File: src/sv/c8x_pkg.sv
// Package: shared types, opcode codes and constants for the CHIP-8 execute unit.
`timescale 1ns / 1ps
`default_nettype none
package c8x_pkg;

   // Defaults
   localparam int          STACK_DEPTH_DEF = 16;
   localparam logic [11:0] PROG_START_RST  = 12'h200;

   // Result status
   typedef enum logic [1:0] {
      ST_OK      = 2'd0,
      ST_UNIMPL  = 2'd1,
      ST_INVALID = 2'd2
   } status_type;

   // Opcode groups (top nibble)
   localparam logic [3:0] GRP_SYS  = 4'h0;
   localparam logic [3:0] GRP_JP   = 4'h1;
   localparam logic [3:0] GRP_CALL = 4'h2;
   localparam logic [3:0] GRP_SEI  = 4'h3;
   localparam logic [3:0] GRP_SNEI = 4'h4;
   localparam logic [3:0] GRP_SER  = 4'h5;
   localparam logic [3:0] GRP_LDI  = 4'h6;
   localparam logic [3:0] GRP_ADDI = 4'h7;
   localparam logic [3:0] GRP_ALU  = 4'h8;
   localparam logic [3:0] GRP_SNER = 4'h9;
   localparam logic [3:0] GRP_LDIX = 4'hA;
   localparam logic [3:0] GRP_JPV0 = 4'hB;
   localparam logic [3:0] GRP_RND  = 4'hC;
   localparam logic [3:0] GRP_DRW  = 4'hD;
   localparam logic [3:0] GRP_KEY  = 4'hE;
   localparam logic [3:0] GRP_MISC = 4'hF;

   // ALU sub-opcodes (low nibble of 8xy_)
   localparam logic [3:0] ALU_MOV = 4'h0;
   localparam logic [3:0] ALU_OR  = 4'h1;
   localparam logic [3:0] ALU_AND = 4'h2;
   localparam logic [3:0] ALU_XOR = 4'h3;
   localparam logic [3:0] ALU_ADD = 4'h4;
   localparam logic [3:0] ALU_SUB = 4'h5;
   localparam logic [3:0] ALU_SHR = 4'h6;
   localparam logic [3:0] ALU_SBN = 4'h7;
   localparam logic [3:0] ALU_SHL = 4'hE;

   // Low-byte codes
   localparam logic [7:0] SYS_CLS     = 8'hE0;
   localparam logic [7:0] SYS_RET     = 8'hEE;
   localparam logic [7:0] KEY_SKP     = 8'h9E;
   localparam logic [7:0] KEY_SKNP    = 8'hA1;
   localparam logic [7:0] FX_LD_DT    = 8'h07;
   localparam logic [7:0] FX_WAIT_KEY = 8'h0A;
   localparam logic [7:0] FX_SET_DT   = 8'h15;
   localparam logic [7:0] FX_SET_ST   = 8'h18;
   localparam logic [7:0] FX_ADD_I    = 8'h1E;
   localparam logic [7:0] FX_FONT     = 8'h29;
   localparam logic [7:0] FX_BCD      = 8'h33;
   localparam logic [7:0] FX_STORE    = 8'h55;
   localparam logic [7:0] FX_LOAD     = 8'h65;

   localparam logic [3:0] VF_IDX = 4'hF;

   // Operands handed to the execute unit
   typedef struct packed {
      logic [15:0] instr;
      logic [7:0]  rnd;
      logic [7:0]  vx;
      logic [7:0]  vy;          // V0 for Bnnn
      logic [15:0] pc;
      logic [15:0] index;
      logic [7:0]  delay;
      logic [15:0] stack_top;
      logic        stack_full;
      logic        stack_empty;
   } exec_in_type;

   // Results and write-back controls from the execute unit
   typedef struct packed {
      logic [15:0] npc;
      status_type  status;
      logic        rw;
      logic [7:0]  rval;
      logic        fw;
      logic        fval;
      logic [15:0] index;
      logic        reg_we;      // write Vx in the register file (x other than F)
      logic        vf_we;
      logic [7:0]  vf_val;
      logic        delay_we;
      logic        sound_we;
      logic        push;
      logic        pop;
   } exec_out_type;

endpackage
`default_nettype wire

File: src/sv/chip8_instruction_execute_top.sv
// Top level: CHIP-8 instruction execute unit with register file and return stack.
// Each instruction beat passes an accept stage and an execute stage: in the accept cycle the register file
// (two copies, one for Vx and one for Vy or V0) and the return stack are read from
// synchronous memories; then the result is computed, and once the output register is free it is written back and
// placed in the output register. A new beat is accepted in the cycle after
// write-back, so the unit cannot take a new instruction before the last one is
// written back; a stalled result holds the
// execute stage until the output register frees. V0..VE are cleared by per-entry
// valid bits, VF is a flip-flop, so there is no clearing pass after reset.
`timescale 1ns / 1ps
`default_nettype none
module chip8_instruction_execute_top #(
   parameter int STACK_DEPTH = c8x_pkg::STACK_DEPTH_DEF
) (
   input  wire logic        clock,
   input  wire logic        reset,
   input  wire logic        req_valid,
   output logic             req_ready,
   input  wire logic [15:0] req_instruction,
   input  wire logic [7:0]  req_random_value,
   output logic             rsp_valid,
   input  wire logic        rsp_ready,
   output logic [15:0]      rsp_next_pc,
   output logic [1:0]       rsp_status,
   output logic             rsp_reg_written,
   output logic [3:0]       rsp_reg_index,
   output logic [7:0]       rsp_reg_value,
   output logic             rsp_flag_written,
   output logic             rsp_flag_value,
   output logic [15:0]      rsp_index_value,
   input  wire logic        csr_wr_en,
   input  wire logic [11:0] csr_wr_data
);

   localparam int SP_W  = $clog2(STACK_DEPTH);
   localparam int LVL_W = $clog2(STACK_DEPTH + 1);

   // Handshake and stage control
   logic        req_fire;
   logic        advance;
   logic        stage_valid_ff, stage_valid_in;
   logic [15:0] instr_ff;
   logic [7:0]  rnd_ff;

   // Architectural state in flip-flops
   logic [11:0]      prog_start_ff;
   logic [15:0]      pc_ff;
   logic [15:0]      index_ff;
   logic [7:0]       vf_ff;
   logic [7:0]       delay_ff;
   logic [7:0]       sound_ff;
   logic [LVL_W-1:0] level_ff;
   logic [LVL_W-1:0] level_dec;
   logic [15:0]      rf_valid_ff;

   // Memory ports
   logic [3:0]      req_x;
   logic [3:0]      req_ysel;
   logic [3:0]      stg_x;
   logic [3:0]      stg_ysel;
   logic [7:0]      rfa_data;
   logic [7:0]      rfb_data;
   logic [15:0]     stk_data;
   logic            rf_we;

   c8x_pkg::exec_in_type  ex_in;
   c8x_pkg::exec_out_type ex_out;

   // Output register
   logic                rsp_valid_ff;
   logic [15:0]         npc_ff;
   c8x_pkg::status_type status_ff;
   logic                rw_ff;
   logic [3:0]          ridx_ff;
   logic [7:0]          rval_ff;
   logic                fw_ff;
   logic                fval_ff;
   logic [15:0]         idx_out_ff;

   assign req_ready = !stage_valid_ff;
   assign req_fire  = req_valid && req_ready;
   assign advance   = stage_valid_ff && (!rsp_valid_ff || rsp_ready);

   // Read addresses: Bnnn reads V0 on the second port
   assign req_x    = req_instruction[11:8];
   assign req_ysel = (req_instruction[15:12] == c8x_pkg::GRP_JPV0) ? 4'd0
                                                                   : req_instruction[7:4];
   assign stg_x    = instr_ff[11:8];
   assign stg_ysel = (instr_ff[15:12] == c8x_pkg::GRP_JPV0) ? 4'd0 : instr_ff[7:4];
   assign level_dec = level_ff - LVL_W'(1);
   assign rf_we     = advance && ex_out.reg_we;

   // Register file, two copies written together
   c8x_ram #(.WIDTH(8), .DEPTH(16)) u_rf_a (
      .clock   (clock),
      .wr_en   (rf_we),
      .wr_addr (stg_x),
      .wr_data (ex_out.rval),
      .rd_en   (req_fire),
      .rd_addr (req_x),
      .rd_data (rfa_data)
   );

   c8x_ram #(.WIDTH(8), .DEPTH(16)) u_rf_b (
      .clock   (clock),
      .wr_en   (rf_we),
      .wr_addr (stg_x),
      .wr_data (ex_out.rval),
      .rd_en   (req_fire),
      .rd_addr (req_ysel),
      .rd_data (rfb_data)
   );

   // Return stack: push at level, pop reads level-1
   c8x_ram #(.WIDTH(16), .DEPTH(STACK_DEPTH)) u_stack (
      .clock   (clock),
      .wr_en   (advance && ex_out.push),
      .wr_addr (level_ff[SP_W-1:0]),
      .wr_data (pc_ff),
      .rd_en   (req_fire),
      .rd_addr (level_dec[SP_W-1:0]),
      .rd_data (stk_data)
   );

   // Operand assembly; unwritten entries read as zero
   always_comb begin
      ex_in.instr       = instr_ff;
      ex_in.rnd         = rnd_ff;
      ex_in.vx          = (stg_x == c8x_pkg::VF_IDX) ? vf_ff
                        : (rf_valid_ff[stg_x] ? rfa_data : 8'd0);
      ex_in.vy          = (stg_ysel == c8x_pkg::VF_IDX) ? vf_ff
                        : (rf_valid_ff[stg_ysel] ? rfb_data : 8'd0);
      ex_in.pc          = pc_ff;
      ex_in.index       = index_ff;
      ex_in.delay       = delay_ff;
      ex_in.stack_top   = stk_data;
      ex_in.stack_full  = (level_ff >= LVL_W'(STACK_DEPTH));
      ex_in.stack_empty = (level_ff == '0) || (level_ff > LVL_W'(STACK_DEPTH));
   end

   c8x_exec u_exec (
      .ex_in  (ex_in),
      .ex_out (ex_out)
   );

   // Execute stage occupancy
   always_comb begin
      stage_valid_in = stage_valid_ff;
      if (req_fire) begin
         stage_valid_in = 1'b1;
      end else if (advance) begin
         stage_valid_in = 1'b0;
      end
   end

   always_ff @(posedge clock) begin
      if (reset) begin
         stage_valid_ff <= 1'b0;
      end else begin
         stage_valid_ff <= stage_valid_in;
      end
   end

   // Stage payload
   always_ff @(posedge clock) begin
      if (req_fire) begin
         instr_ff <= req_instruction;
         rnd_ff   <= req_random_value;
      end
   end

   // State write-back
   always_ff @(posedge clock) begin
      if (reset) begin
         prog_start_ff <= c8x_pkg::PROG_START_RST;
         pc_ff         <= {4'd0, c8x_pkg::PROG_START_RST};
         index_ff      <= 16'd0;
         vf_ff         <= 8'd0;
         delay_ff      <= 8'd0;
         sound_ff      <= 8'd0;
         level_ff      <= '0;
         rf_valid_ff   <= 16'd0;
      end else if (csr_wr_en) begin
         prog_start_ff <= csr_wr_data;
         pc_ff         <= {4'd0, csr_wr_data};
      end else if (advance) begin
         pc_ff    <= ex_out.npc;
         index_ff <= ex_out.index;
         if (ex_out.vf_we) vf_ff <= ex_out.vf_val;
         if (ex_out.delay_we) delay_ff <= ex_in.vx;
         if (ex_out.sound_we) sound_ff <= ex_in.vx;
         if (ex_out.push) begin
            level_ff <= level_ff + LVL_W'(1);
         end else if (ex_out.pop) begin
            level_ff <= level_dec;
         end
         if (ex_out.reg_we) rf_valid_ff[stg_x] <= 1'b1;
      end
   end

   // Output register
   always_ff @(posedge clock) begin
      if (reset) begin
         rsp_valid_ff <= 1'b0;
      end else if (advance) begin
         rsp_valid_ff <= 1'b1;
      end else if (rsp_ready) begin
         rsp_valid_ff <= 1'b0;
      end
   end

   always_ff @(posedge clock) begin
      if (advance) begin
         npc_ff     <= ex_out.npc;
         status_ff  <= ex_out.status;
         rw_ff      <= ex_out.rw;
         ridx_ff    <= ex_out.rw ? stg_x : 4'd0;
         rval_ff    <= ex_out.rval;
         fw_ff      <= ex_out.fw;
         fval_ff    <= ex_out.fval;
         idx_out_ff <= ex_out.index;
      end
   end

   assign rsp_valid        = rsp_valid_ff;
   assign rsp_next_pc      = npc_ff;
   assign rsp_status       = status_ff;
   assign rsp_reg_written  = rw_ff;
   assign rsp_reg_index    = ridx_ff;
   assign rsp_reg_value    = rval_ff;
   assign rsp_flag_written = fw_ff;
   assign rsp_flag_value   = fval_ff;
   assign rsp_index_value  = idx_out_ff;

   // Checks
   a_level_bound: assert property (@(posedge clock) disable iff (reset)
      level_ff <= LVL_W'(STACK_DEPTH))
      else $error("return stack level beyond depth");

   a_fail_no_write: assert property (@(posedge clock) disable iff (reset)
      advance && ex_out.status != c8x_pkg::ST_OK |->
         !ex_out.reg_we && !ex_out.vf_we && !ex_out.push && !ex_out.pop)
      else $error("state written on a failed instruction");

   a_ready_after_wb: assert property (@(posedge clock) disable iff (reset)
      advance && !req_fire |=> req_ready)
      else $error("input not ready after write-back");

   a_push_level: assert property (@(posedge clock) disable iff (reset)
      advance && ex_out.push && !csr_wr_en |=>
         level_ff == $past(level_ff) + LVL_W'(1))
      else $error("stack level not bumped on call");

endmodule
`default_nettype wire

File: src/sv/c8x_ram.sv
// Generic single-port-write, single-port-read RAM with registered read data.
`timescale 1ns / 1ps
`default_nettype none
module c8x_ram #(
   parameter int WIDTH = 8,
   parameter int DEPTH = 16,
   localparam int AW   = $clog2(DEPTH)
) (
   input  wire logic             clock,
   input  wire logic             wr_en,
   input  wire logic [AW-1:0]    wr_addr,
   input  wire logic [WIDTH-1:0] wr_data,
   input  wire logic             rd_en,
   input  wire logic [AW-1:0]    rd_addr,
   output logic      [WIDTH-1:0] rd_data
);

   logic [WIDTH-1:0] mem_ff [DEPTH];
   logic [WIDTH-1:0] rd_data_ff;

   // Storage write
   always_ff @(posedge clock) begin
      if (wr_en) begin
         mem_ff[wr_addr] <= wr_data;
      end
   end

   // Registered read, held while not enabled
   always_ff @(posedge clock) begin
      if (rd_en) begin
         rd_data_ff <= mem_ff[rd_addr];
      end
   end

   assign rd_data = rd_data_ff;

endmodule
`default_nettype wire

File: src/sv/c8x_exec.sv
// Execute unit: decodes one instruction word and works out its results.
`timescale 1ns / 1ps
`default_nettype none
module c8x_exec (
   input  wire c8x_pkg::exec_in_type  ex_in,
   output c8x_pkg::exec_out_type      ex_out
);

   logic [3:0]  grp;
   logic [3:0]  x;
   logic [3:0]  nib;
   logic [7:0]  kk;
   logic [11:0] nnn;
   logic [15:0] pc_next;
   logic [15:0] pc_skip;
   logic [8:0]  sum9;
   logic [7:0]  diff_xy;
   logic [7:0]  diff_yx;
   logic [15:0] idx_sum;
   logic [15:0] npc;
   c8x_pkg::status_type status;
   logic        rw;
   logic        fw;
   logic [7:0]  rval;
   logic        fval;
   logic [15:0] index;
   logic        delay_we;
   logic        sound_we;
   logic        push;
   logic        pop;
   logic        is_add;
   logic        x_is_vf;

   // Field split and shared arithmetic
   always_comb begin
      grp     = ex_in.instr[15:12];
      x       = ex_in.instr[11:8];
      nib     = ex_in.instr[3:0];
      kk      = ex_in.instr[7:0];
      nnn     = ex_in.instr[11:0];
      pc_next = ex_in.pc + 16'd2;
      pc_skip = ex_in.pc + 16'd4;
      sum9    = {1'b0, ex_in.vx} + {1'b0, ex_in.vy};
      diff_xy = ex_in.vx - ex_in.vy;
      diff_yx = ex_in.vy - ex_in.vx;
      idx_sum = ex_in.index + {8'd0, ex_in.vx};
   end

   // Decode and execute
   always_comb begin
      npc      = pc_next;
      status   = c8x_pkg::ST_OK;
      rw       = 1'b0;
      fw       = 1'b0;
      rval     = 8'd0;
      fval     = 1'b0;
      index    = ex_in.index;
      delay_we = 1'b0;
      sound_we = 1'b0;
      push     = 1'b0;
      pop      = 1'b0;
      case (grp)
         c8x_pkg::GRP_SYS: begin
            if (kk == c8x_pkg::SYS_CLS) begin
               status = c8x_pkg::ST_UNIMPL;
            end else if (kk == c8x_pkg::SYS_RET) begin
               if (ex_in.stack_empty) begin
                  status = c8x_pkg::ST_INVALID;
               end else begin
                  pop = 1'b1;
                  npc = ex_in.stack_top + 16'd2;
               end
            end else begin
               status = c8x_pkg::ST_INVALID;
            end
         end
         c8x_pkg::GRP_JP: npc = {4'd0, nnn};
         c8x_pkg::GRP_CALL: begin
            if (ex_in.stack_full) begin
               status = c8x_pkg::ST_INVALID;
            end else begin
               push = 1'b1;
               npc  = {4'd0, nnn};
            end
         end
         c8x_pkg::GRP_SEI: begin
            if (ex_in.vx == kk) npc = pc_skip;
         end
         c8x_pkg::GRP_SNEI: begin
            if (ex_in.vx != kk) npc = pc_skip;
         end
         c8x_pkg::GRP_SER: begin
            if (ex_in.vx == ex_in.vy) npc = pc_skip;
         end
         c8x_pkg::GRP_LDI: begin
            rw   = 1'b1;
            rval = kk;
         end
         c8x_pkg::GRP_ADDI: begin
            rw   = 1'b1;
            rval = ex_in.vx + kk;
         end
         c8x_pkg::GRP_ALU: begin
            case (nib)
               c8x_pkg::ALU_MOV: begin rw = 1'b1; rval = ex_in.vy; end
               c8x_pkg::ALU_OR:  begin rw = 1'b1; rval = ex_in.vx | ex_in.vy; end
               c8x_pkg::ALU_AND: begin rw = 1'b1; rval = ex_in.vx & ex_in.vy; end
               c8x_pkg::ALU_XOR: begin rw = 1'b1; rval = ex_in.vx ^ ex_in.vy; end
               c8x_pkg::ALU_ADD: begin
                  rw = 1'b1; rval = sum9[7:0];
                  fw = 1'b1; fval = sum9[8];
               end
               c8x_pkg::ALU_SUB: begin
                  rw = 1'b1; rval = diff_xy;
                  fw = 1'b1; fval = (ex_in.vx > ex_in.vy);
               end
               c8x_pkg::ALU_SHR: begin
                  rw = 1'b1; rval = {1'b0, ex_in.vx[7:1]};
                  fw = 1'b1; fval = ex_in.vx[0];
               end
               c8x_pkg::ALU_SBN: begin
                  rw = 1'b1; rval = diff_yx;
                  fw = 1'b1; fval = (ex_in.vy > ex_in.vx);
               end
               c8x_pkg::ALU_SHL: begin
                  rw = 1'b1; rval = {ex_in.vx[6:0], 1'b0};
                  fw = 1'b1; fval = ex_in.vx[7];
               end
               default: status = c8x_pkg::ST_INVALID;
            endcase
         end
         c8x_pkg::GRP_SNER: begin
            if (ex_in.vx != ex_in.vy) npc = pc_skip;
         end
         c8x_pkg::GRP_LDIX: index = {4'd0, nnn};
         c8x_pkg::GRP_JPV0: npc = {4'd0, nnn} + {8'd0, ex_in.vy};
         c8x_pkg::GRP_RND: begin
            rw   = 1'b1;
            rval = ex_in.rnd & kk;
         end
         c8x_pkg::GRP_DRW: status = c8x_pkg::ST_UNIMPL;
         c8x_pkg::GRP_KEY: begin
            if (kk == c8x_pkg::KEY_SKP || kk == c8x_pkg::KEY_SKNP) begin
               status = c8x_pkg::ST_UNIMPL;
            end else begin
               status = c8x_pkg::ST_INVALID;
            end
         end
         default: begin
            case (kk)
               c8x_pkg::FX_LD_DT:  begin rw = 1'b1; rval = ex_in.delay; end
               c8x_pkg::FX_SET_DT: delay_we = 1'b1;
               c8x_pkg::FX_SET_ST: sound_we = 1'b1;
               c8x_pkg::FX_ADD_I: begin
                  fw    = 1'b1;
                  fval  = |idx_sum[15:12];
                  index = idx_sum;
               end
               c8x_pkg::FX_WAIT_KEY, c8x_pkg::FX_FONT, c8x_pkg::FX_BCD,
               c8x_pkg::FX_STORE, c8x_pkg::FX_LOAD: status = c8x_pkg::ST_UNIMPL;
               default: status = c8x_pkg::ST_INVALID;
            endcase
         end
      endcase

      // Nothing changes on an unimplemented or invalid word
      if (status != c8x_pkg::ST_OK) begin
         npc      = ex_in.pc;
         rw       = 1'b0;
         fw       = 1'b0;
         rval     = 8'd0;
         fval     = 1'b0;
         index    = ex_in.index;
         delay_we = 1'b0;
         sound_we = 1'b0;
         push     = 1'b0;
         pop      = 1'b0;
      end
   end

   // Write-back routing: VF lives outside the register file
   always_comb begin
      is_add  = (grp == c8x_pkg::GRP_ALU) && (nib == c8x_pkg::ALU_ADD);
      x_is_vf = (x == c8x_pkg::VF_IDX);

      ex_out.npc      = npc;
      ex_out.status   = status;
      ex_out.rw       = rw;
      ex_out.rval     = rval;
      ex_out.fw       = fw;
      ex_out.fval     = fval;
      ex_out.index    = index;
      ex_out.reg_we   = rw && !x_is_vf;
      ex_out.vf_we    = fw || (rw && x_is_vf);
      ex_out.delay_we = delay_we;
      ex_out.sound_we = sound_we;
      ex_out.push     = push;
      ex_out.pop      = pop;
      // add leaves its carry in VF; other ops leave the result when x is F
      if (fw && is_add) begin
         ex_out.vf_val = {7'd0, fval};
      end else if (rw && x_is_vf) begin
         ex_out.vf_val = rval;
      end else begin
         ex_out.vf_val = {7'd0, fval};
      end
   end

endmodule
`default_nettype wire

File: config.mk
export PLATFORM = sky130hd
export DESIGN_NAME = chip8_instruction_execute_top
export DESIGN_NICKNAME = d
export VERILOG_FILES = /design/src/sv/c8x_pkg.sv /design/src/sv/chip8_instruction_execute_top.sv /design/src/sv/c8x_ram.sv /design/src/sv/c8x_exec.sv
export SDC_FILE = /design/constraint.sdc
export NUM_CORES = 1
export LEC_CHECK = 0
export ABC_AREA = 0
export BUFFER_PORTS_ARGS = -buffer_cell sky130_fd_sc_hd__buf_2
export CAP_MARGIN = 20
export CORE_ASPECT_RATIO = 0.75
export CORE_MARGIN = 5
export CORE_UTILIZATION = 30
export CTS_CLUSTER_SIZE = 24
export DETAILED_ROUTE_END_ITERATION = 10
export PLACE_DENSITY_LB_ADDON = 0.25
export SLEW_MARGIN = 40
export SYNTH_ARGS = -nofsm -noshare
export SYNTH_HDL_FRONTEND = slang
export SYNTH_SLANG_ARGS = --single-unit
File: constraint.sdc
create_clock -name clock -period 6.75 [get_ports clock]
set_input_delay 0.3375 -clock clock [delete_from_list [all_inputs] [get_ports clock]]
set_output_delay 0.3375 -clock clock [all_outputs]
set_load 0.01 [all_outputs]
After elaboration in Yosys (flattened, before gate mapping). Memory sizes are Yosys's and may differ from the RTL's. A register that Yosys moved wholly into a read port is not among the register bits. Index checks and enable logic that the tools add are counted.

$add $sub $neg: 11. $lt $le $gt $ge: 7. Equal/unequal tests: 42. Mux-type cells: 74. Bitwise gates (word level): 6. Reductions and logical operators: 41.

Operators by type and width (count): $mux W16 (11); $pmux W16 S8 (1); $pmux W8 S9 (1); $mux W8 (8); $eq A4 B4 Y1 const B (11); $pmux W8 S5 (1); $add A16 B2 Y16 const B (2); $eq A4 B3 Y1 const B (8); $eq A8 B8 Y1 const B (4); $pmux W16 S2 (1); $mux W1 (30); $reduce_or A14 Y1 (2); $eq A8 B5 Y1 const B (3); $mux W12 (2); $add A16 B3 Y16 const B (1); $add A16 B8 Y16 (1); $and A8 B8 Y8 (2); $eq A4 B2 Y1 const B (4); $eq A8 B6 Y1 const B (2); $eq A8 B7 Y1 const B (2); $eq A8 B8 Y1 (2); $gt A8 B8 Y1 (2); $ne A8 B8 Y1 (2); $or A16 B16 Y16 (1); other kinds (42) (77).

Flip-flop bits (word level): 144. RAM bits: 512. Input bits: 41. Output and inout bits: 51. Logic and storage cells: 203. Memories: 3.

Memory list: u_stack.mem_ff (depth 16, width 16, read ports 1, clocked after Yosys merged registers in 1, write ports 1, line c8x_ram.sv:18) `logic [WIDTH-1:0] mem_ff [DEPTH];`; u_rf_a.mem_ff (depth 16, width 8, read ports 1, clocked after Yosys merged registers in 1, write ports 1, line c8x_ram.sv:18); u_rf_b.mem_ff (depth 16, width 8, read ports 1, clocked after Yosys merged registers in 1, write ports 1, line c8x_ram.sv:18).

Longest topological paths before layout. Gate-level depths: netlist of the first run.

Word-level depth: 12. Depth in mapped cells: 20. Mapped depth without buffers: 18.

Hierarchy. A second synthesis of the first run with hierarchy kept.

Cells, all modules: 2294. Area, all modules: 32478.6 um^2.

By module, submodules not included: c8x_ram at u_rf_a ... (instances 2, cells each 229, area an instance 5227.5 um^2, sequential area each 4083.9 um^2); c8x_ram at u_stack (instances 1, cells each 432, area an instance 10202.3 um^2, sequential area each 8167.8 um^2); c8x_exec (instances 1, cells each 890, area an instance 5992.0 um^2, sequential area each 0.0 um^2); chip8_instruction_execute_top (instances 1, cells each 514, area an instance 5829.3 um^2, sequential area each 3593.4 um^2).

Least setup slack after synthesis of the first run. No wires, ideal clock.

Kind: flip-flop to flip-flop. Start: register instr_ff[4]. End: register rval_ff[6] (netlist: rsp_reg_value[6]) (data pin). Setup time: 359 ps. Data arrival time: 4758 ps. Required time: 6391 ps. Path slack: 1634 ps. Cell stages (with the launch flop): 17. Path buffers: 1. Clock period less this slack: 5116 ps. Cells stage by stage: edfxtp_1 > clkbuf_1 > mux4_2 > nor2b_1 > o32ai_1 > nor2_1 > a22oi_1 > inv_1 > fa_1 > a21o_1 > a21oi_1 > o21bai_1 > a21o_1 > o221a_2 > o22ai_1 > o31ai_1 > a211oi_1.

RTL lines: start, declared (line chip8_instruction_execute_top.sv:42) `logic [15:0] instr_ff;`; start signal, assigned (line chip8_instruction_execute_top.sv:167) `instr_ff <= req_instruction;`; end signal, assigned (line chip8_instruction_execute_top.sv:218) `rval_ff <= ex_out.rval;`; end, declared (line chip8_instruction_execute_top.sv:75) `logic [7:0] rval_ff;`.

==> run summary, run 1 <==
pin count of the biggest net entering global routing -> 65
FP Rows -> 97
later-pin clock latency in the skew report -> 0.66 ns
Netlist Area Pre-Place -> 28,460 um2
via count -> 20,221
switching power -> 1.995 mW
post-DP HPWL -> 62.82 mm
critical path, cell by cell -> buf_4 -> mux4_2 -> mux4_2 -> a31oi_1 -> inv_1 -> ha_1 -> or4_1 -> nor3_1 -> o21a_1 -> nor2_1 -> mux2i_2 -> nand2b_1 -> a31oi_1 -> a211oi_1 -> nor3_2
Filler cells -> 9,123
Max-Cap Viols -> 0
vias per std cell -> 5.560
Avg Cell Area, Syn -> 12.91 um2
dpl ws -> 0.6770 ns
Routed WL per cell -> 25.37 um
Net count, final -> 2,461
Final Instance Area -> 33,160 um2
TNS Setup -> 0 ns
register share of total power -> 0.485
Yosys cell types -> 98
CP bufs+invs -> 2
Async S/R FF share, synth -> 0
cts bufs inserted -> 61
CTS clk-pin slew, worst paths -> 0.06 ns
worst setup margin -> 0.5728 ns
post-synthesis sequential area ratio -> 0.5660
slew margin rel. -> 0.4193
H-Tree Depth -> 2
clock power share -> 0.412
Critical Path AT -> 6.74 ns
drc violations -> 0
DRT iter0 DRCs -> 2,045
core footprint -> 93,690 um2
Die Ht -> 276.7 um
largest cells by area after synthesis -> edfxtp_1 (52%), mux4_2 (10%), dfxtp_1 (5.0%)
crit path time final -> 6.177 ns
die area -> 101,200 um2
Setup-failing EPs final -> 0
grt total ovfl -> 0
Final Cycle Share -> 0.9151
antenna viol nets, final -> 0
min-delay worst type -> in2reg
CTS tree -> done
Int Power -> 6.092 mW
Yosys top cell by area -> edfxtp_1
Fin. Hold Viols -> 0
Sw Ratio -> 0.2467
yosys warns -> 0
layout cells sized above 1 -> 0.2149
clk root buf -> clkbuf_16
Max rail drop VDD -> 211.6 uV
EDFF count, synth -> 489
Synth Flop Type -> edfxtp_1
Slowest-stage cell, CP -> or4_1
Pre-antenna DRT Iters -> 6
Max Fclk -> 0.1619 GHz
Placed Area -> 30,830 um2
Syn Inst Count -> 2,205
Global Route Usage Sum -> 0.1772
vias in the first global route -> 19,878
P_leak -> 11.36 nW
critical path's top delay family -> compound AO/OA/AOI/OAI gates
clock skew after layout -> 0.05803 ns
clock buffer depth -> 3
status -> finished clean
IO Pins -> 92
Slew @ Worst Pin -> 0.8702 ns
Worst Setup End Kind -> register
postcts setup bufs -> 0
CP max stage delay -> 0.67 ns
area delta synth->final -> 16.54%
Startpoint Class -> register
Die Span X -> 365.6 um
area share of the largest cell type after synthesis -> 0.5160
clk sinks -> 560
Comb pwr share -> 0.102
port buffer count -> 91
CP required -> 7.32 ns
RD Place Congestion -> 0.8982
CP Class -> reg2reg
maximum fanout along the worst path -> 12
setup repair after global routing missed its margin -> false
drt total wl -> 92.27 mm
first-pass GRT wire length -> 135.4 mm
Starting Density -> 0.3037
Synth Register Bits -> 560
pwr/cell area -> 243.9 nW/um2
final slew viol count -> 0
antenna violations before repair -> 3
## cell usage in the layout (no fill, tap or decap), types with 35 or more instances in the layout
cell type	synthesis	final
dfxtp_1	71	61
o21ai_0	79	79
mux2i_1	37	37
nor3_1	49	39
ha_1	65	64
mux2_2	35	35
xnor2_1	46	44
nor2_1	188	169
edfxtp_1	489	489
inv_1	57	56
mux4_2	126	126
nand2_1	136	136
buf_4	0	90
a21oi_1	149	149
nand3_1	54	54
clkbuf_16	0	61
buf_2	5	91
## logic make-up (layout without fill, tap and decap cells)
| kind of cell | Yosys count | after routing | synth area share |
|---|---|---|---|
| other | 1 | 11 | 0.0001318 |
| AOI/OAI and AO/OA | 518 | 518 | 0.1236 |
| adders and majority gates | 71 | 71 | 0.03280 |
| and+or+nand+nor | 595 | 595 | 0.1017 |
| xor gates and xnor gates | 60 | 60 | 0.01847 |
| muxes | 204 | 204 | 0.1303 |
| DFF | 560 | 560 | 0.5660 |
| buffers and inverters | 196 | 381 | 0.02700 |
## sequential cells by signal (all words and copies together) (netlist names), 16 cells and up
signal / count
rf_valid_ff: 16
index_ff: 16
rsp_next_pc: 16
u_stack.mem_ff: 256
rsp_index_value: 16
pc_ff: 16
u_rf_b.mem_ff: 128
instr_ff: 16
u_stack.rd_data: 16
## cells in the mapped netlist (6+ instances only)
library cell / n
o21a_1: 11
xnor2_1: 46
buf_1: 16
a22oi_1: 19
mux4_2: 126
nor4_1: 9
a31oi_1: 28
and2_1: 8
edfxtp_1: 489
xor2_1: 14
o21bai_1: 17
o2111ai_1: 6
o22ai_1: 16
a22o_1: 10
o21ai_1: 8
or4_1: 7
nand2b_1: 27
a211o_1: 7
dfxtp_1: 71
nor3b_1: 6
inv_1: 57
a21oi_1: 149
mux2_2: 35
nor3_1: 49
a21o_1: 24
or3_1: 10
and3_1: 19
nand4_1: 15
fa_1: 6
o31ai_1: 15
mux2i_1: 37
clkbuf_1: 113
ha_1: 65
nand3_1: 54
a211oi_1: 13
o21ai_0: 79
o221ai_1: 17
nand2_1: 136
nor2b_1: 28
o211ai_1: 9
nor2_1: 188
and4b_1: 6
a221oi_1: 23
a221o_1: 8
## layout make-up
| type | count | area [um2] | area share |
|---|---|---|---|
| diodes | 3 | 7.507 | 0.0002264 |
| clock buffers | 85 | 1667 | 0.05026 |
| clock inverters | 26 | 330.3 | 0.009961 |
| inverters | 58 | 219.0 | 0.006603 |
| multi-input cells | 1456 | 11820 | 0.3563 |
| flip-flops and latches | 560 | 16120 | 0.4861 |
| well taps | 1237 | 1548 | 0.04667 |
| repair buffers | 212 | 1455 | 0.04388 |
## power groups by stage
| stage | combinational, mW | clock (mW) | sequential [mW] |
|---|---|---|---|
| floorplan | 0.497 | 0 | 3.97 |
| global placement | 0.796 | 0 | 3.99 |
| CTS | 0.819 | 3.42 | 3.93 |
| global route | 0.890 | 3.55 | 3.93 |
| detailed placement | 0.804 | 0 | 4.00 |
| finish | 0.829 | 3.33 | 3.93 |
## tightest hold or removal path: cells and delay by family
family,cells,cell delay [ns]
buf+inv,1,0.07
compound gates,1,0.10
simple gates,2,0.17
## through the flow
stage	total power [mW]	utilization	std cells	hold WS, ns
after CTS	8.160	0.3531	3630	0.001041
final	8.087	0.3539	3637	0.07376
after floorplan	4.471	-	2212	0.4364
after detailed placement	4.801	0.3290	3493	0.4784
after global placement	4.791	0.3279	3491	0.4765
after global routing	8.378	0.3539	3634	0.08096
## per-layer routing
metal | routed length (um) | track usage | up-vias | share of wire
met5 | 13 | 0 | - | 0.00014
met4 | 2213 | 0.04346 | 2 | 0.024
met3 | 6577 | 0.03128 | 138 | 0.071
met2 | 40370 | 0.2655 | 799 | 0.44
met1 | 43100 | 0.2662 | 10373 | 0.47
li1 | - | - | 8909 | -
## what timing repair did
item / in CTS / in global routing
gates resized for setup: 0 / 0
hold buffers: 26 / 1
hold endpoints to repair: 26 / 1
endpoints found under the setup margin: 0 / 0
## worst paths after layout
path	from	endpoint	slack, ns	depth (start not counted)
worst max-delay path	instr_ff[9]$_DFFE_PP_	pc_ff[2]$_SDFFE_PP0P_	0.57	15
worst min-delay path	csr_wr_data[6]	pc_ff[6]$_SDFFE_PP0P_	0.07	4
worst max register to register	instr_ff[9]$_DFFE_PP_	pc_ff[2]$_SDFFE_PP0P_	0.57	15
worst min register to register	vf_ff[6]$_SDFFE_PP0P_	vf_ff[6]$_SDFFE_PP0P_	0.49	1
Power figures use the tool's default switching activity.
==> run 2: changes to the inputs <==
CAP_MARGIN = default   (was 20)
CTS_BUF_LIST = sky130_fd_sc_hd__clkbuf_2   (was default)
==> run 2 against run 1 <==
Power shrank 11%. Routed wire length grew 1.4%. Sequential share of layout area shrank 0.15 points. Worst setup slack lost 0.24 ns. Via count grew 4.3%. Utilization grew 0.11 points. Die area is the same. Cell area grew 0.31%. Fmax shrank 3.7%. Highest routed layer unchanged.
==> run summary, run 2 (synthesis gave the netlist of run 1 again) <==
status -> finished clean
commonest non-fill, non-tap cells in the layout -> edfxtp_1 (489), clkbuf_2 (209), nor2_1 (169)
WHS Path Cells -> 4 (unchanged)
grt total ovfl -> 0 (unchanged)
Largest regs -> u_stack.mem_ff: 256 flops, u_rf_b.mem_ff: 128 flops
Hold Slack -> 0.1893 ns (+0.1155 ns)
clk sinks -> 560 (unchanged)
clock skew after layout -> 0.09881 ns (+0.04078 ns)
slew margin rel. -> 0.4068 (-0.01250)
post-DP HPWL -> 62.82 mm (unchanged)
CP bufs+invs -> 3 (+1)
CTS clk-pin slew, worst paths -> 0.10 ns (+0.04 ns)
TNS Setup -> 0 ns (unchanged)
Slew @ Worst Pin -> 0.8866 ns (+0.01642 ns)
drc violations -> 0 (unchanged)
later-pin clock latency in the skew report -> 1.36 ns (+0.70 ns)
vias per std cell -> 5.466 (-1.7%)
CP Class -> reg2reg
layout cells sized above 1 -> 0.2523 (+0.03744)
maximum fanout along the worst path -> 12 (unchanged)
critical path's top delay family -> simple AND/OR/NAND/NOR gates
cts bufs inserted -> 146 (+140%)
min-delay worst type -> in2reg
crit path time final -> 6.417 ns (+0.2396 ns)
antenna viol nets, final -> 0 (unchanged)
drt total wl -> 93.51 mm (+1.4%)
core footprint -> 93,690 um2 (unchanged)
cell count of the worst reg-to-reg path -> 16 (+1)
R2R setup slack -> 0.33 ns (-0.24 ns)
clk root buf -> clkbuf_2
Final Cycle Share -> 0.9506 (+0.03550)
Worst Setup End Kind -> register
worst setup margin -> 0.3332 ns (-0.2396 ns)
port buffer count -> 91 (unchanged)
Setup-failing EPs final -> 0 (unchanged)
pwr/cell area -> 215.3 nW/um2 (-12%)
Starting Density -> 0.3037 (unchanged)
antenna violations before repair -> 6 (+3)
clock buffer depth -> 3 (unchanged)
Die Span X -> 365.6 um (unchanged)
CTS tree -> done
final slew viol count -> 0 (unchanged)
Stages on worst setup path -> 16 (+1)
Max Fclk -> 0.1558 GHz (-3.7%)
Net count, final -> 2,618 (+6.4%)
P_leak -> 11.74 nW (+3.3%)
Global Route Usage Sum -> 0.1813 (+0.004133)
Critical Path AT -> 7.61 ns (+0.87 ns)
Die Ht -> 276.7 um (unchanged)
area delta synth->final -> 16.89%
Filler cells -> 9,243 (+1.3%)
Fin. Hold Viols -> 0 (unchanged)
H-Tree Depth -> 4 (+2)
Max-Cap Viols -> 0 (unchanged)
Top reg by flops -> u_stack.mem_ff
Startpoint Class -> register
DRT iter0 DRCs -> 2,080 (+1.7%)
Slowest-stage cell, CP -> or4_1
Critical Path Most Common Cell -> mux4_2
fin util -> 0.3550 (+0.001082)
Register Area -> 16,120 um2 (about the same)
RD Place Congestion -> 0.8982 (unchanged)
flip-flop count of the largest register after layout -> 256 (unchanged)
Pre-antenna DRT Iters -> 5 (-1)
Max rail drop VDD -> 111.4 uV (-47%)
Routed WL per cell -> 24.23 um (-4.5%)
dpl ws -> 0.6770 ns (unchanged)
multi-input logic area -> 11,830 um2 (+0.12%)
pin count of the biggest net entering global routing -> 65 (unchanged)
die area -> 101,200 um2 (unchanged)
vias in the first global route -> 20,871 (+5.0%)
setup repair after global routing missed its margin -> false
via count -> 21,099 (+4.3%)
first-pass GRT wire length -> 137.5 mm (+1.6%)
CP max stage delay -> 0.68 ns (about the same)
FP Rows -> 97 (unchanged)
CP required -> 7.94 ns (+0.62 ns)
Power Total -> 7.163 mW (-11%)
IO Pins -> 92 (unchanged)
critical path, cell by cell -> buf_4 -> mux4_2 -> mux4_2 -> a31oi_2 -> inv_1 -> ha_1 -> or4_1 -> nor3_1 -> o21ai_1 -> and2_1 -> o21ai_0 -> a21oi_1 -> and4_1 -> a311oi_1 -> a211o_1 -> dlygate4sd3_1
most common cell after layout, fill and taps aside -> edfxtp_1
==> run 2: cell count changes in the layout (fill, tap and decap cells not counted), moves of 3 or more <==
cell / delta
diode_2: +4
clkbuf_8: -5
clkinv_4: +3
clkbuf_1: -19
clkbuf_2: +209
clkbuf_16: -61
inv_6: +4
bufinv_16: -4
dlygate4sd3_1: +72
clkinv_1: +23
==> run 2: area by class of cell <==
| type | instances | share of cell area |
|---|---|---|
| sequential | 560 | 0.4846 |
| multi-input combinational | 1456 | 0.3556 |
| timing repair buffer | 284 | 0.06541 |
| tap | 1237 | 0.04653 |
| clock buffer | 209 | 0.03145 |
| clock inverter | 49 | 0.009291 |
| inverter | 58 | 0.006583 |
| antenna | 7 | 0.0005266 |
==> run 2: path summary, 6_finish.rpt <==
kind | start | end
setup / recovery | instr_ff[9]$_DFFE_PP_ | pc_ff[6]$_SDFFE_PP0P_
hold / removal | reset | level_ff[3]$_SDFFE_PP0P_
setup reg to reg | instr_ff[9]$_DFFE_PP_ | pc_ff[6]$_SDFFE_PP0P_
hold reg to reg | rf_valid_ff[15]$_SDFFE_PP0P_ | rf_valid_ff[15]$_SDFFE_PP0P_
==> run 2: timing repair <==
item                       4_1_cts  5_1_grt
resized for setup                0        4
buffers inserted                 0        0
hold endpoints to repair       175        0
hold buffers                    99        0
setup endpoints to repair        0       10
==> run 2: worst register-to-register path: stages (launching register included) <==
cell and delay (ns):
edfxtp_1 0.62, buf_4 0.31, mux4_2 0.52, mux4_2 0.58, a31oi_2 0.42, inv_1 0.26
ha_1 0.51, or4_1 0.68, nor3_1 0.23, o21ai_1 0.19, and2_1 0.37, o21ai_0 0.22
a21oi_1 0.07, and4_1 0.21, a311oi_1 0.40, a211o_1 0.18, dlygate4sd3_1 0.54
==> run 2: layer usage <==
layer	share of wire	wire, um	track usage
met5	0.000075	7	0
met4	0.023	2143	0.05420
met3	0.080	7498	0.04346
met2	0.44	40830	0.2684
met1	0.46	43040	0.2639
==> run 2: report_power, final <==
group / switching (mW) / internal [mW] / total (mW)
registers: 0.0787 / 3.84 / 3.92
logic: 0.540 / 0.325 / 0.865
clock network: 1.44 / 0.936 / 2.38
total: 2.06 / 5.10 / 7.16
==> run 2: stage by stage <==
stage | cell area [um2] | cells
final | 33260 | 3860
after global routing | 33260 | 3859
after CTS | 33170 | 3850
after detailed placement | 30830 | 3493
after global placement | 30720 | 3491
after floorplan | 28480 | 2212
